File: config.mk
export PLATFORM = sky130hd
export DESIGN_NAME = tpie_search
export DESIGN_NICKNAME = d
export VERILOG_FILES = /design/src/hdl/tpie_pkg.sv /design/src/hdl/tpie_search.sv
export SDC_FILE = /design/constraint.sdc
export NUM_CORES = 1
export LEC_CHECK = 0
export BUFFER_PORTS_ARGS = -buffer_cell sky130_fd_sc_hd__buf_4
export CORE_UTILIZATION = 28
export DETAILED_ROUTE_END_ITERATION = 10
export SYNTH_ARGS = -nofsm -noshare
export SYNTH_HDL_FRONTEND = slang
export SYNTH_SLANG_ARGS = --single-unit
File: constraint.sdc
create_clock -name clk_i -period 6.1 [get_ports clk_i]
set_input_delay 1.22 -clock clk_i [delete_from_list [all_inputs] [get_ports clk_i]]
set_output_delay 1.22 -clock clk_i [all_outputs]
set_load 0.01 [all_outputs]
File: src/hdl/tpie_pkg.sv
// Shared types, codes and sizes for the two-pass instruction encoder.
`timescale 1ns / 1ps

package tpie_pkg;

  // Label table depth
  localparam int unsigned MAX_LABELS = 1024;

  // Widths fixed by the item formats
  localparam int unsigned KeyW  = 48;
  localparam int unsigned LineW = 16;
  localparam int unsigned WordW = 32;
  localparam int unsigned ErrW  = 3;

  // Mnemonic codes
  localparam logic [3:0] MN_ADD  = 4'd0;
  localparam logic [3:0] MN_NOR  = 4'd1;
  localparam logic [3:0] MN_LW   = 4'd2;
  localparam logic [3:0] MN_SW   = 4'd3;
  localparam logic [3:0] MN_BEQ  = 4'd4;
  localparam logic [3:0] MN_JALR = 4'd5;
  localparam logic [3:0] MN_HALT = 4'd6;
  localparam logic [3:0] MN_NOOP = 4'd7;
  localparam logic [3:0] MN_FILL = 4'd8;

  // Error codes
  localparam logic [ErrW-1:0] ERR_OK      = 3'd0;
  localparam logic [ErrW-1:0] ERR_DUP     = 3'd1;
  localparam logic [ErrW-1:0] ERR_UNDEF   = 3'd2;
  localparam logic [ErrW-1:0] ERR_REG     = 3'd3;
  localparam logic [ErrW-1:0] ERR_OFFSET  = 3'd4;
  localparam logic [ErrW-1:0] ERR_UNKNOWN = 3'd5;
  localparam logic [ErrW-1:0] ERR_NONNUM  = 3'd6;
  localparam logic [ErrW-1:0] ERR_STOP    = 3'd7;

  // One tokenized source line
  typedef struct packed {
    logic               pass_number;
    logic               has_label;
    logic [KeyW-1:0]    label_key;
    logic [3:0]         mnemonic;
    logic signed [31:0] reg_a;
    logic signed [31:0] reg_b;
    logic               regs_numeric;
    logic               operand_is_label;
    logic signed [31:0] operand_value;
    logic [KeyW-1:0]    operand_label;
  } item_t;

  // One encoder answer
  typedef struct packed {
    logic [WordW-1:0] machine_word;
    logic             word_valid;
    logic [ErrW-1:0]  error_code;
  } result_t;

  // Status from the label search unit
  typedef struct packed {
    logic             done;
    logic             hit;
    logic [LineW-1:0] line;
  } srch_res_t;

endpackage

File: src/hdl/tpie_search.sv
// Label search: one shared key comparator walks the table one entry a cycle.
`timescale 1ns / 1ps

module tpie_search #(
  parameter int unsigned MaxLabels = tpie_pkg::MAX_LABELS,
  localparam int unsigned AddrW = (MaxLabels > 1) ? $clog2(MaxLabels) : 1,
  localparam int unsigned CntW  = $clog2(MaxLabels + 1)
) (
  input  logic                       clk_i,
  input  logic                       rst_ni,
  input  logic                       go_i,
  input  logic [tpie_pkg::KeyW-1:0]  key_i,
  input  logic [CntW-1:0]            count_i,
  output logic                       rd_en_o,
  output logic [AddrW-1:0]           rd_addr_o,
  input  logic [tpie_pkg::KeyW-1:0]  rd_key_i,
  input  logic [tpie_pkg::LineW-1:0] rd_line_i,
  output tpie_pkg::srch_res_t        res_o
);

  logic                       active_q;
  logic                       pend_q;
  logic [CntW-1:0]            idx_q;
  logic                       done_q;
  logic                       hit_q;
  logic [tpie_pkg::LineW-1:0] line_q;
  logic                       issue;
  logic                       match;
  logic                       resolve;

  // Issue a read while entries remain, compare the entry read last cycle
  assign issue     = active_q && (idx_q < count_i);
  assign match     = active_q && pend_q && (rd_key_i == key_i);
  assign resolve   = match || (active_q && !issue && !pend_q);
  assign rd_en_o   = issue;
  assign rd_addr_o = idx_q[AddrW-1:0];

  // Advance the scan, drop out on a hit or at the end of the table
  always_ff @(posedge clk_i or negedge rst_ni) begin
    if (!rst_ni) begin
      active_q <= 1'b0;
      pend_q   <= 1'b0;
      idx_q    <= '0;
      done_q   <= 1'b0;
      hit_q    <= 1'b0;
    end else if (go_i) begin
      active_q <= 1'b1;
      pend_q   <= 1'b0;
      idx_q    <= '0;
      done_q   <= 1'b0;
      hit_q    <= 1'b0;
    end else begin
      done_q <= resolve;
      if (active_q) begin
        idx_q  <= idx_q + CntW'(issue);
        pend_q <= issue;
        if (resolve) begin
          active_q <= 1'b0;
          hit_q    <= match;
        end
      end
    end
  end

  // Hold the line number of the matching entry
  always_ff @(posedge clk_i) begin
    if (match) begin
      line_q <= rd_line_i;
    end
  end

  assign res_o.done = done_q;
  assign res_o.hit  = hit_q;
  assign res_o.line = line_q;

endmodule

==> run summary <==
RUN STATUS
--------------------------------------------------------------------------------------------------------
Run status                                                                                  complete, no violations

CTS
--------------------------------------------------------------------------------------------------------
Number of buffers created by CTS                                                                       5
Max clock buf depth                                                                                    2
Sinks on Clock Net                                                                                    31
Number of buffers inserted by hold repair at cts                                                       0
Number of gates resized after CTS                                                                      0
Clock insertion delay at the later pin of the skew report                                        0.28 ns
Number of H-tree levels                                                                                2
Clock tree from TritonCTS                                                                           done
Post-CTS clock slew at the launch and capture registers of the worst setup and hold paths        0.06 ns
Library cell used as clock root buffer                                                          clkbuf_8
Post-CTS setup repair buffer count                                                                     0

STA
--------------------------------------------------------------------------------------------------------
Worst slew margin relative to its limit                                                            47.0%
Post-layout minimum cycle time                                                                   3.75 ns
Final hold violation count                                                                             0
RSZ-0062 raised after global routing                                                                  no
Max Slew Vio Count                                                                                     0
Measured slew at the worst slew-check pin                                                       0.795 ns
Worst hold margin                                                                               0.555 ns
Final worst-path cycle share                                                                       61.4%
Worst setup skew after layout                                                                  0.0103 ns
Setup Viol. Count Final                                                                                0
Timing-limited maximum frequency                                                                 267 MHz
Setup TNS                                                                                           0 ns

FINISH
--------------------------------------------------------------------------------------------------------
Fraction of final layout cells sized beyond drive strength 1                                       43.5%
Nets                                                                                                 509
Util after Layout                                                                                  46.7%
Antenna Diode Count                                                                                    0
Post-layout instance area                                                                      3460 um^2
Layout area overhead                                                                               57.5%

ROUTING
--------------------------------------------------------------------------------------------------------
DRC viols                                                                                              0
Routed WL per cell                                                                               12.7 um
Number of detailed-route iterations in the first pass                                                  4
Count of antenna-violating nets left after detailed routing                                            0
Drt total wl                                                                                     5980 um
Vias per cell                                                                                       4.47
First-iteration detailed-routing DRC count                                                            91
Total number of vias                                                                                2104

SYNTHESIS
--------------------------------------------------------------------------------------------------------
Number of instances in the synthesized netlist                                                       224
Flop and latch count out of synthesis                                                                 31
Cell taking the most area after synthesis                                                       edfxtp_1
Share of the synthesized area in the top cell type                                                 21.9%
Adder and majority cell fraction of the synthesized area                                           6.83%
Xor/xnor share of the synthesized area                                                             21.5%
Count of different cell masters after synthesis                                                       32
Largest cells by area after synthesis                                                       edfxtp_1 22%, dfrtp_1 17%, xnor2_1 14%
Number of synthesized flops with an enable pin                                                        16
Area share of and/or/nand/nor cells after synthesis                                                18.7%
Post-Synthesis Mean Instance Area                                                              9.81 um^2
Synthesis Warnings                                                                                     0
Area of the mapped netlist                                                                     2200 um^2
Synthesized Nets                                                                                     362
Combinational family with the most area after synthesis                                     XOR/XNOR gates
Multiplexer share of the synthesized area                                                         0.911%
Area fraction in compound gates after synthesis                                                    6.03%
Post-synth top flop                                                                             edfxtp_1
Proportion of register bits with asynchronous set or reset after synthesis                         48.4%
Sequential cell area fraction in the yosys report                                                  38.9%

FLOORPLANNING
--------------------------------------------------------------------------------------------------------
Area of the die                                                                                8210 um^2
I/O pins                                                                                             155
Die Height                                                                                       90.6 um
Area of the core                                                                               7410 um^2
Die X-Extent                                                                                     90.6 um
Site row count                                                                                        31
Initial cell density of the core                                                                   29.7%

WORST SETUP PATH
--------------------------------------------------------------------------------------------------------
Data arrival time of the critical path                                                           2.53 ns
Data required time at the worst endpoint                                                         4.88 ns
Maximum fanout along the worst path                                                                    3
Critical path capture point type                                                            primary output
Crit path launch type                                                                       primary input
Critical setup path kind                                                                    primary input to primary output

POWER
--------------------------------------------------------------------------------------------------------
Largest vdd supply drop                                                                          64.5 uV
P_leak                                                                                           1.62 nW
Pwr/cell area                                                                                147 nW/um^2

RUN
--------------------------------------------------------------------------------------------------------
Max-cap violations                                                                                     0

GLOBAL ROUTING
--------------------------------------------------------------------------------------------------------
Total global routing track utilization                                                             14.5%
Maximum number of pins on one net before global-route repair                                          19
Initial antenna violation count                                                                        0
Wire length of the first global-routing pass                                                     9600 um
Overflow left after global routing                                                                     0
Via count of the first global-routing pass                                                          2148

PLACED DESIGN
--------------------------------------------------------------------------------------------------------
Number of port buffers                                                                               154
Weighted congestion reported at the end of routability-driven placement                            0.768
Placed wire-length estimate after detailed placement                                             5150 um
Placed cell area                                                                               3380 um^2

WORST HOLD PATH
--------------------------------------------------------------------------------------------------------
Min-delay worst type                                                                        flip-flop to flip-flop

placed cells by master (no fill, tap or decap):
cell type	n
xor2_1	20
inv_1	15
ha_1	12
nor4_1	5
dfrtp_1	15
nor2b_1	7
clkbuf_8	5
nand2_1	12
or4_1	4
o31ai_1	1
edfxtp_1	16
nand2b_1	1
and4_1	2
a211oi_1	1
nor2_1	12
and3_1	1
nor4b_1	1
nand4b_1	2
o21ai_0	5
o21a_1	2
buf_4	154
xnor2_1	34
nand3_1	2
a21oi_1	10
nor3_1	5
o211a_1	1
clkinv_2	3
o2111ai_1	1
or3_1	2
nand4_1	18
mux2i_1	2
o32ai_1	1
layer usage:
metal | share of wire, % | track usage (%)
met1 | 39 | 16.2
met2 | 52 | 27.1
met3 | 7.8 | 3.11
met4 | 1.3 | 4.84
met5 | 0 | 0
synthesized netlist by cell type, drive strengths merged (4+ instances only):
cell type	number
ha	12
xor2	20
inv	15
nor3	5
a21oi	10
or4	4
o21ai	5
nor2b	7
nor4	5
nor2	12
xnor2	34
edfxtp	16
buf	13
dfrtp	15
nand4	18
nand2	12
final timing paths:
| kind | startpoint | to | slack, ns | cells after the start |
|---|---|---|---|---|
| worst max-delay path | count_i[10] | rd_en_o | 2.35 | 8 |
| worst min-delay path | hit_q | hit_q | 0.56 | 2 |
| worst max register to register | idx_q[8] | idx_q[5] | 3.58 | 9 |
| worst min register to register | hit_q | hit_q | 0.56 | 2 |
| max in group asynchronous | rst_ni | idx_q[9] | 5.12 | 1 |
| min in group asynchronous | rst_ni | idx_q[10] | 0.79 | 1 |
cell type report:
type | count | area (um^2)
Multi-Input combinational cell | 164 | 1190
Timing Repair Buffer | 154 | 1160
Inverter | 15 | 56.3
Fill cell | 718 | 3950
Clock buffer | 5 | 68.8
Clock inverter | 3 | 15.0
Sequential cell | 31 | 856
Tap cell | 99 | 124
kinds of logic (layout without fill, tap and decap cells):
group,after synthesis,in the layout
AND/OR/NAND/NOR,74,74
XOR/XNOR,54,54
flip-flops,31,31
buffers and inverters,29,177
AO/OA/AOI/OAI,22,22
adder cells (fa/ha/maj),12,12
multiplexers,2,2
through the flow:
| stage | power, W | cells | worst slack (ns) |
|---|---|---|---|
| 5_1_grt | 0.000535 | 471 | 2.24 |
| 2_1_floorplan | 0.000282 | 224 | 2.70 |
| 3_3_place_gp | 0.000361 | 463 | 2.46 |
| 3_5_place_dp | 0.000362 | 463 | 2.33 |
| 4_1_cts | 0.000517 | 471 | 2.34 |
| 6_report | 0.000509 | 471 | 2.35 |
critical path, stage by stage:
cell	delay (ns)
buf_4	0.08
inv_1	0.03
ha_1	0.31
nand4_1	0.13
nor3_1	0.26
a21oi_1	0.14
and3_1	0.21
buf_4	0.15
registers in the layout, summed over array words and instances, names as in the netlist:
| signal | cells |
|---|---|
| hit_q | 1 |
| idx_q | 11 |
| pend_q | 1 |
| line_q | 16 |
| active_q | 1 |
| done_q | 1 |
report_power, final:
group | internal [W] | leakage (nW) | switching, W | total [W]
Combinational | 0.0000816 | 1.23 | 0.0000493 | 0.000131
Clock | 0.0000779 | 0.0477 | 0.0000748 | 0.000153
Sequential | 0.000222 | 0.343 | 0.00000278 | 0.000225
(Power assumes the default switching activity.)
