$ cat src/hdl/tpie_pkg.sv
// Shared types, codes and sizes for the two-pass instruction encoder.
`timescale 1ns / 1ps

package tpie_pkg;

  // Label table depth
  localparam int unsigned MAX_LABELS = 1024;

  // Widths fixed by the item formats
  localparam int unsigned KeyW  = 48;
  localparam int unsigned LineW = 16;
  localparam int unsigned WordW = 32;
  localparam int unsigned ErrW  = 3;

  // Mnemonic codes
  localparam logic [3:0] MN_ADD  = 4'd0;
  localparam logic [3:0] MN_NOR  = 4'd1;
  localparam logic [3:0] MN_LW   = 4'd2;
  localparam logic [3:0] MN_SW   = 4'd3;
  localparam logic [3:0] MN_BEQ  = 4'd4;
  localparam logic [3:0] MN_JALR = 4'd5;
  localparam logic [3:0] MN_HALT = 4'd6;
  localparam logic [3:0] MN_NOOP = 4'd7;
  localparam logic [3:0] MN_FILL = 4'd8;

  // Error codes
  localparam logic [ErrW-1:0] ERR_OK      = 3'd0;
  localparam logic [ErrW-1:0] ERR_DUP     = 3'd1;
  localparam logic [ErrW-1:0] ERR_UNDEF   = 3'd2;
  localparam logic [ErrW-1:0] ERR_REG     = 3'd3;
  localparam logic [ErrW-1:0] ERR_OFFSET  = 3'd4;
  localparam logic [ErrW-1:0] ERR_UNKNOWN = 3'd5;
  localparam logic [ErrW-1:0] ERR_NONNUM  = 3'd6;
  localparam logic [ErrW-1:0] ERR_STOP    = 3'd7;

  // One tokenized source line
  typedef struct packed {
    logic               pass_number;
    logic               has_label;
    logic [KeyW-1:0]    label_key;
    logic [3:0]         mnemonic;
    logic signed [31:0] reg_a;
    logic signed [31:0] reg_b;
    logic               regs_numeric;
    logic               operand_is_label;
    logic signed [31:0] operand_value;
    logic [KeyW-1:0]    operand_label;
  } item_t;

  // One encoder answer
  typedef struct packed {
    logic [WordW-1:0] machine_word;
    logic             word_valid;
    logic [ErrW-1:0]  error_code;
  } result_t;

  // Status from the label search unit
  typedef struct packed {
    logic             done;
    logic             hit;
    logic [LineW-1:0] line;
  } srch_res_t;

endpackage

$ cat src/hdl/tpie_encode.sv
// Second-pass checks and packing of one line into a machine word.
`timescale 1ns / 1ps

module tpie_encode (
  input  tpie_pkg::item_t              item_i,
  input  logic                         found_i,
  input  logic [tpie_pkg::LineW-1:0]   label_line_i,
  input  logic [tpie_pkg::LineW-1:0]   line_cnt_i,
  output logic [tpie_pkg::ErrW-1:0]    err_o,
  output logic [tpie_pkg::WordW-1:0]   word_o
);

  logic               ra_ok;
  logic               rb_ok;
  logic               val_ok;
  logic               off_ok;
  logic [2:0]         op3;
  logic [16:0]        next_line;
  logic signed [17:0] beq_off;
  logic signed [31:0] off;

  // Register numbers 0..7 have no bits above bit 2
  assign ra_ok  = (item_i.reg_a[31:3] == '0);
  assign rb_ok  = (item_i.reg_b[31:3] == '0);
  assign val_ok = (item_i.operand_value[31:3] == '0);
  assign op3    = item_i.mnemonic[2:0];

  // Resolve the offset: PC-relative for beq, absolute for lw/sw
  assign next_line = {1'b0, line_cnt_i} + 17'd1;
  assign beq_off   = $signed({2'b00, label_line_i}) - $signed({1'b0, next_line});
  always_comb begin
    if (!item_i.operand_is_label) begin
      off = item_i.operand_value;
    end else if (item_i.mnemonic == tpie_pkg::MN_BEQ) begin
      off = 32'(beq_off);
    end else begin
      off = {16'd0, label_line_i};
    end
  end

  // 16-bit signed range: upper 17 bits all equal
  assign off_ok = (off[31:15] == '0) || (off[31:15] == '1);

  // Check and pack
  always_comb begin
    err_o  = tpie_pkg::ERR_OK;
    word_o = '0;
    unique case (item_i.mnemonic)
      tpie_pkg::MN_ADD, tpie_pkg::MN_NOR: begin
        if (!item_i.regs_numeric || item_i.operand_is_label) begin
          err_o = tpie_pkg::ERR_NONNUM;
        end else if (!ra_ok || !rb_ok || !val_ok) begin
          err_o = tpie_pkg::ERR_REG;
        end else begin
          word_o = {7'd0, op3, item_i.reg_a[2:0], item_i.reg_b[2:0], 13'd0,
                    item_i.operand_value[2:0]};
        end
      end
      tpie_pkg::MN_LW, tpie_pkg::MN_SW, tpie_pkg::MN_BEQ: begin
        if (!item_i.regs_numeric) begin
          err_o = tpie_pkg::ERR_NONNUM;
        end else if (item_i.operand_is_label && !found_i) begin
          err_o = tpie_pkg::ERR_UNDEF;
        end else if (!ra_ok || !rb_ok) begin
          err_o = tpie_pkg::ERR_REG;
        end else if (!off_ok) begin
          err_o = tpie_pkg::ERR_OFFSET;
        end else begin
          word_o = {7'd0, op3, item_i.reg_a[2:0], item_i.reg_b[2:0], off[15:0]};
        end
      end
      tpie_pkg::MN_JALR: begin
        if (!item_i.regs_numeric) begin
          err_o = tpie_pkg::ERR_NONNUM;
        end else if (!ra_ok || !rb_ok) begin
          err_o = tpie_pkg::ERR_REG;
        end else begin
          word_o = {7'd0, op3, item_i.reg_a[2:0], item_i.reg_b[2:0], 16'd0};
        end
      end
      tpie_pkg::MN_HALT, tpie_pkg::MN_NOOP: begin
        word_o = {7'd0, op3, 22'd0};
      end
      tpie_pkg::MN_FILL: begin
        if (item_i.operand_is_label) begin
          if (!found_i) begin
            err_o = tpie_pkg::ERR_UNDEF;
          end else begin
            word_o = {16'd0, label_line_i};
          end
        end else begin
          word_o = item_i.operand_value;
        end
      end
      default: begin
        err_o = tpie_pkg::ERR_UNKNOWN;
      end
    endcase
  end

endmodule

$ cat config.mk
export PLATFORM = sky130hd
export DESIGN_NAME = tpie_encode
export DESIGN_NICKNAME = d
export VERILOG_FILES = /design/src/hdl/tpie_pkg.sv /design/src/hdl/tpie_encode.sv
export SDC_FILE = /design/constraint.sdc
export NUM_CORES = 1
export LEC_CHECK = 0
export BUFFER_PORTS_ARGS = -buffer_cell sky130_fd_sc_hd__buf_2
export CORE_AREA = 2 2 103 105
export DETAILED_ROUTE_END_ITERATION = 7
export DIE_AREA = 0 0 105 107
export GPL_TIMING_DRIVEN = 0
export PLACE_DENSITY = 0.64
export SYNTH_ARGS = -nofsm -noshare
export SYNTH_HDL_FRONTEND = slang
export SYNTH_SLANG_ARGS = --single-unit
$ cat constraint.sdc
create_clock -name vclk -period 2.8
set_input_delay 0.14 -clock vclk [all_inputs]
set_output_delay 0.14 -clock vclk [all_outputs]
set_load 0.03 [all_outputs]
==> results of run 1 <==
final timing paths:
| kind | slack, ns | from | cells after the start | end |
|---|---|---|---|---|
| worst min-delay path | 0.62 | item_i[54] | 3 | word_o[6] |
| worst max-delay path | -0.26 | line_cnt_i[4] | 15 | word_o[9] |
cell families after synthesis:
kind of cell	after synthesis
compound gates	110
xor+xnor	12
fa+ha+maj	17
buf+inv	37
mux	7
simple gates	142
what timing repair did:
action                                  CTS  global route
hold buffers                              0             0
setup buffers                            15             3
pin swaps                                28            14
endpoints found under the setup margin   26            25
cloned                                    1             0
gates resized for setup                 100            27
cell usage in the layout (no fill, tap or decap), types with 6 or more instances in the layout:
cell type	instances
buf_6	36
a21oi_1	22
buf_4	18
nor4_1	18
nor3_1	6
buf_2	136
o21ai_2	7
xnor2_1	6
xor2_1	6
ha_4	6
ha_1	9
nor2b_1	8
and2_1	7
nand2_1	30
o21ai_0	16
a211o_1	6
and3_1	8
nand3_1	13
a22o_1	6
inv_1	20
nand4_1	10
nor2_1	14
clkbuf_1	7
power by group through the flow:
| stage | clock [mW] | combinational, mW | sequential [mW] |
|---|---|---|---|
| 6_report | 0.0000000477 | 0.534 | 0 |
| 5_1_grt | 0 | 0.577 | 0 |
| 4_1_cts | 0 | 0.510 | 0 |
| 3_5_place_dp | 0 | 0.436 | 0 |
| 3_3_place_gp | 0 | 0.435 | 0 |
| 2_1_floorplan | 0 | 0.254 | 0 |
area by class of cell:
class / count / area (sq um)
inverter: 24 / 95.09
buffer: 13 / 82.58
timing repair buffer: 186 / 1189
multi-input combinational: 288 / 2302
antenna: 1 / 2.502
fill: 1126 / 6251
tap: 136 / 170.2
routing by layer:
layer / up-vias / GRT usage / routed length, um
li1: 1637 / - / -
met5: - / 0 / 0
met3: 12 / 0.07720 / 1474
met2: 177 / 0.3298 / 5170
met1: 1599 / 0.2854 / 5739
met4: 0 / 0.02762 / 108
per-stage QoR:
step                setup TNS [ns]  power (mW)
finish                      -5.103      0.5345
global route                -6.820      0.5770
CTS                         -3.895      0.5103
detailed placement          -14.23      0.4363
global placement            -14.20      0.4347
floorplan                 -0.01213      0.2542
==> flow_summary.yaml, run 1 <==
critical_path:
  crit_chain: "buf_6 > inv_4 > ha_4 > o211ai_1 > o211ai_1 > a31oi_2 > buf_4 > nand3_2 > or4b_4 > mux2i_4 > buf_4 > buf_6 > o21ai_2 > a22o_1 > buf_4"
  path_max_fanout: 5
  worstPathBufferInverterCount: 6
  cp.required_ns: 2.66
  start_kind: "primary input"
  critPathTopFamily: "compound AO/OA/AOI/OAI gates"
  slowest_stage: "or4b_4"
  cp.arrival_ns: 2.92
  crit_top_cell: "buf_4"
  max_stage_delay_ns: 0.50
  path_class: "in2out"
  crit_path_end_kind: "primary output"
pwr:
  p_comb_frac: 1.000
  power_density_mw_per_mm2: 139.1
  leakagePower_nw: 1.828
  pwr-share-seq: 0
  switching_share: 0.5464
  peakVddDrop_v: 0.00005898
  p_clk_frac: 0
  p_int_mw: 0.2425
  p_sw_mw: 0.2920
floorplanning:
  die_h_um: 107
  fp.coreArea_sq_mm: 0.01009
  die_area_sq_mm: 0.01124
  std_cell_rows: 37
  start_util: 0.2114
  ios: 268
  die_width_um: 105
synthesis:
  yosys.area_share.simple: 0.3806
  yosysWarnings: 0
  synth_mux_area_frac: 0.03284
  synthAdderAreaFrac: 0.1032
  synth_area_leader_cell: "ha_1"
  synthCells: 325
  synthTopCellsByCount: "nand2_1, a21oi_1, inv_1, o21ai_0, nor4_1"
  syn_nets: 575
  synth_compound_area_frac: 0.3554
  ys_seq_area_frac: 0
  synth_cell_type_count: 58
  synth_top_family_by_area: "simple AND/OR/NAND/NOR gates"
  synth.top_cell.area_share: 0.09384
  synth_area_leaders: "ha_1, nor4_1, a21oi_1, o21ai_0, nand2_1"
  syn-mean-instance-area_sq_um: 6.564
  synth_most_common_cell: "nand2_1"
  synth_xor_area_frac: 0.04927
  syn_area_sq_mm: 0.002133
sta:
  setup_viol: 25
  hold_violations: 0
  relSlewSlack: 0.5447
  drv_slew: 0
  period_needed_ns: 3.057
  tightestPinTransition_ns: 0.6829
  hold-worst-slack_ns: 0.6187
  fin_crit_sh: 1.092
  rsz0062_at_grt: "yes"
  setup_ws_ns: -0.2572
  fmax_ghz: 0.3271
layout:
  syn_to_final_growth_pct: 80.06
  seq_area_sq_um: 0
  fin_util: 0.3806
  nNetsFinal: 763
  final_cell_area_sq_mm: 0.003841
  drive_above_1_share: 0.4853
  seq_cell_count: 0
  clockBufferCount: 0
  final_cells: 648
placed_design:
  place_area_sq_mm: 0.003174
  pre_cts_slack_ns: -0.7278
  gp_congestion: 0.9485
  portBuffers: 167
  dp_cells: 628
  hpwl_mm: 10.00
global_routing:
  grt_start_max_net_pins: 11
  grt_first_pass_wirelength_mm: 18.62
  grtUsageTotal: 0.2114
  grt_overflow: 0
  grt_pass1_vias: 3458
  antenna_found_initial: 1
routing:
  routedWlPerCell_um: 19.28
  viasPerCell: 5.285
  drt-initial-drc-count: 186
  drt_first_pass_iters: 5
  drc: 0
  routed_wl_mm: 12.49
  dr_total_vias: 3425
  ant_nets: 0
job:
  maxCapViolCount: 0
hold_path:
  hold_path.class: "in2out"
outcome:
  status: "finished, violations left"
  violations: "setup timing"
No activity file was read; power rests on OpenSTA's default activity.
==> run 2: changes to the inputs <==
Settings changed: CORE_AREA 2 2 103 105 to 2 2 104 106, DIE_AREA 0 0 105 107 to 0 0 106 108, GPL_TIMING_DRIVEN 0 to default, PLACE_DENSITY 0.64 to 0.63.
==> flow_summary.yaml, run 2 (synthesized netlist as in run 1, its figures left out) <==
sta:
  relSlewSlack: 0.6991
  setup_viol: 25
  tightestPinTransition_ns: 0.4514
  fmax_ghz: 0.3314
  period_needed_ns: 3.018
  setup-tns-final_ns: -3.796
  fin_crit_sh: 1.078
  drv_slew: 0
  hold_violations: 0
  setup_ws_ns: -0.2178
  rsz0062_at_grt: "yes"
critical_path:
  cp.required_ns: 2.66
  max_stage_delay_ns: 0.50
  crit_path_end_kind: "primary output"
  start_kind: "primary input"
  slowest_stage: "or4b_4"
  path_max_fanout: 6
  cp.arrival_ns: 2.88
  crit_chain: "buf_6 > ha_4 > o211ai_1 > o211ai_1 > a31oi_2 > buf_4 > nand3_2 > or4b_4 > mux2i_4 > buf_6 > buf_6 > a21oi_2 > a211o_1 > buf_6"
  crit_top_cell: "buf_6"
  path_class: "in2out"
floorplanning:
  die_h_um: 108
  start_util: 0.2085
  ios: 268
  die_area_sq_mm: 0.01145
  std_cell_rows: 37
  die_width_um: 106
  fp.coreArea_sq_mm: 0.01023
routing:
  drt-initial-drc-count: 175
  dr_total_vias: 3567
  routedWlPerCell_um: 17.56
  ant_nets: 0
  drt_first_pass_iters: 4
  viasPerCell: 5.081
  routed_wl_mm: 12.33
  drc: 0
outcome:
  status: "finished, violations left"
  violations: "setup timing"
placed_design:
  dp_cells: 692
  place_area_sq_mm: 0.003680
  pre_cts_slack_ns: -0.4952
  gp_congestion: 0.9720
  portBuffers: 170
  hpwl_mm: 10.17
pwr:
  finalPower_mw: 0.5878
  power_density_mw_per_mm2: 138.9
  peakVddDrop_v: 0.00008549
  leakagePower_nw: 2.125
layout:
  final_common_cell: "buf_2"
  drive_above_1_share: 0.5459
  final_cells: 702
  nNetsFinal: 818
  syn_to_final_growth_pct: 98.42
  layout_common_cells: "buf_2, buf_4, nand2_1"
  clockBufferCount: 0
  final_cell_area_sq_mm: 0.004233
  seq_cell_count: 0
  n_antenna_cell: 0
  seq_area_sq_um: 0
global_routing:
  grtUsageTotal: 0.2095
  grt_overflow: 0
  grt_pass1_vias: 3684
  antenna_found_initial: 1
  grt_start_max_net_pins: 17
  grt_first_pass_wirelength_mm: 18.87
hold_path:
  hp-start: "item_i[51]"
  hold_path.class: "in2out"
  hold_end: "word_o[3]"
  hold_depth: 3
job:
  maxCapViolCount: 0
[run 2: cell types whose count changed in the layout (fill, tap and decap cells not counted), moves of 3 or more]
cell and change:
buf_2 +7, buf_6 -7, clkbuf_1 -7, a21oi_2 +4, buf_4 +60, a211oi_2 +3, o21ai_2 -5
[run 2: report_power, final]
group / switching (mW) / internal, mW / leakage (nW)
combinational: 0.295 / 0.293 / 2.12
clock: 0 / 0 / 0
sequential: 0 / 0 / 0
[run 2: cell type report]
class	instances	area (sq um)
fill	1035	5998
multi-input combinational	288	2277
timing repair buffer	254	1690
tap	136	170.2
inverter	24	95.09
[run 2: worst max path at each step]
stage	end	start	cells past startpoint	slack (ns)
after detailed placement	word_o[14]	label_line_i[0]	12	-0.50
after global routing	word_o[3]	label_line_i[2]	14	-0.37
after global placement	word_o[14]	label_line_i[0]	12	-0.44
final	word_o[3]	label_line_i[2]	14	-0.22
after floorplan	word_o[0]	line_cnt_i[0]	12	-0.01
after CTS	word_o[5]	line_cnt_i[0]	15	-0.17
[run 2: worst max-delay path: cells and delay by family]
family	cells	cell delay, ns
AO/OA/AOI/OAI	5	0.95
adder cells (fa/ha/maj)	1	0.26
buffers and inverters	5	0.73
multiplexers	1	0.26
AND/OR/NAND/NOR	2	0.55
[run 2: repair_timing]
item	in CTS	in global routing
gates resized for setup	83	26
setup buffers	5	4
pin swaps	22	14
setup endpoints to repair	25	26
gates cloned	1	0
hold buffers	0	0
[run 2: routing by layer]
metal / global-route usage / up-vias / part of all wire
li1: - / 1742 / -
met1: 0.2882 / 1631 / 0.45
met2: 0.3433 / 168 / 0.43
met3: 0.04702 / 26 / 0.099
met4: 0.02914 / 0 / 0.020
met5: 0 / - / 0
[run 2: per-stage QoR]
stage,util,hold WS (ns)
floorplan,-,0.4564
global placement,0.3597,0.6520
detailed placement,0.3597,0.6541
CTS,0.4003,0.6189
global route,0.4137,0.6508
finish,0.4137,0.6287
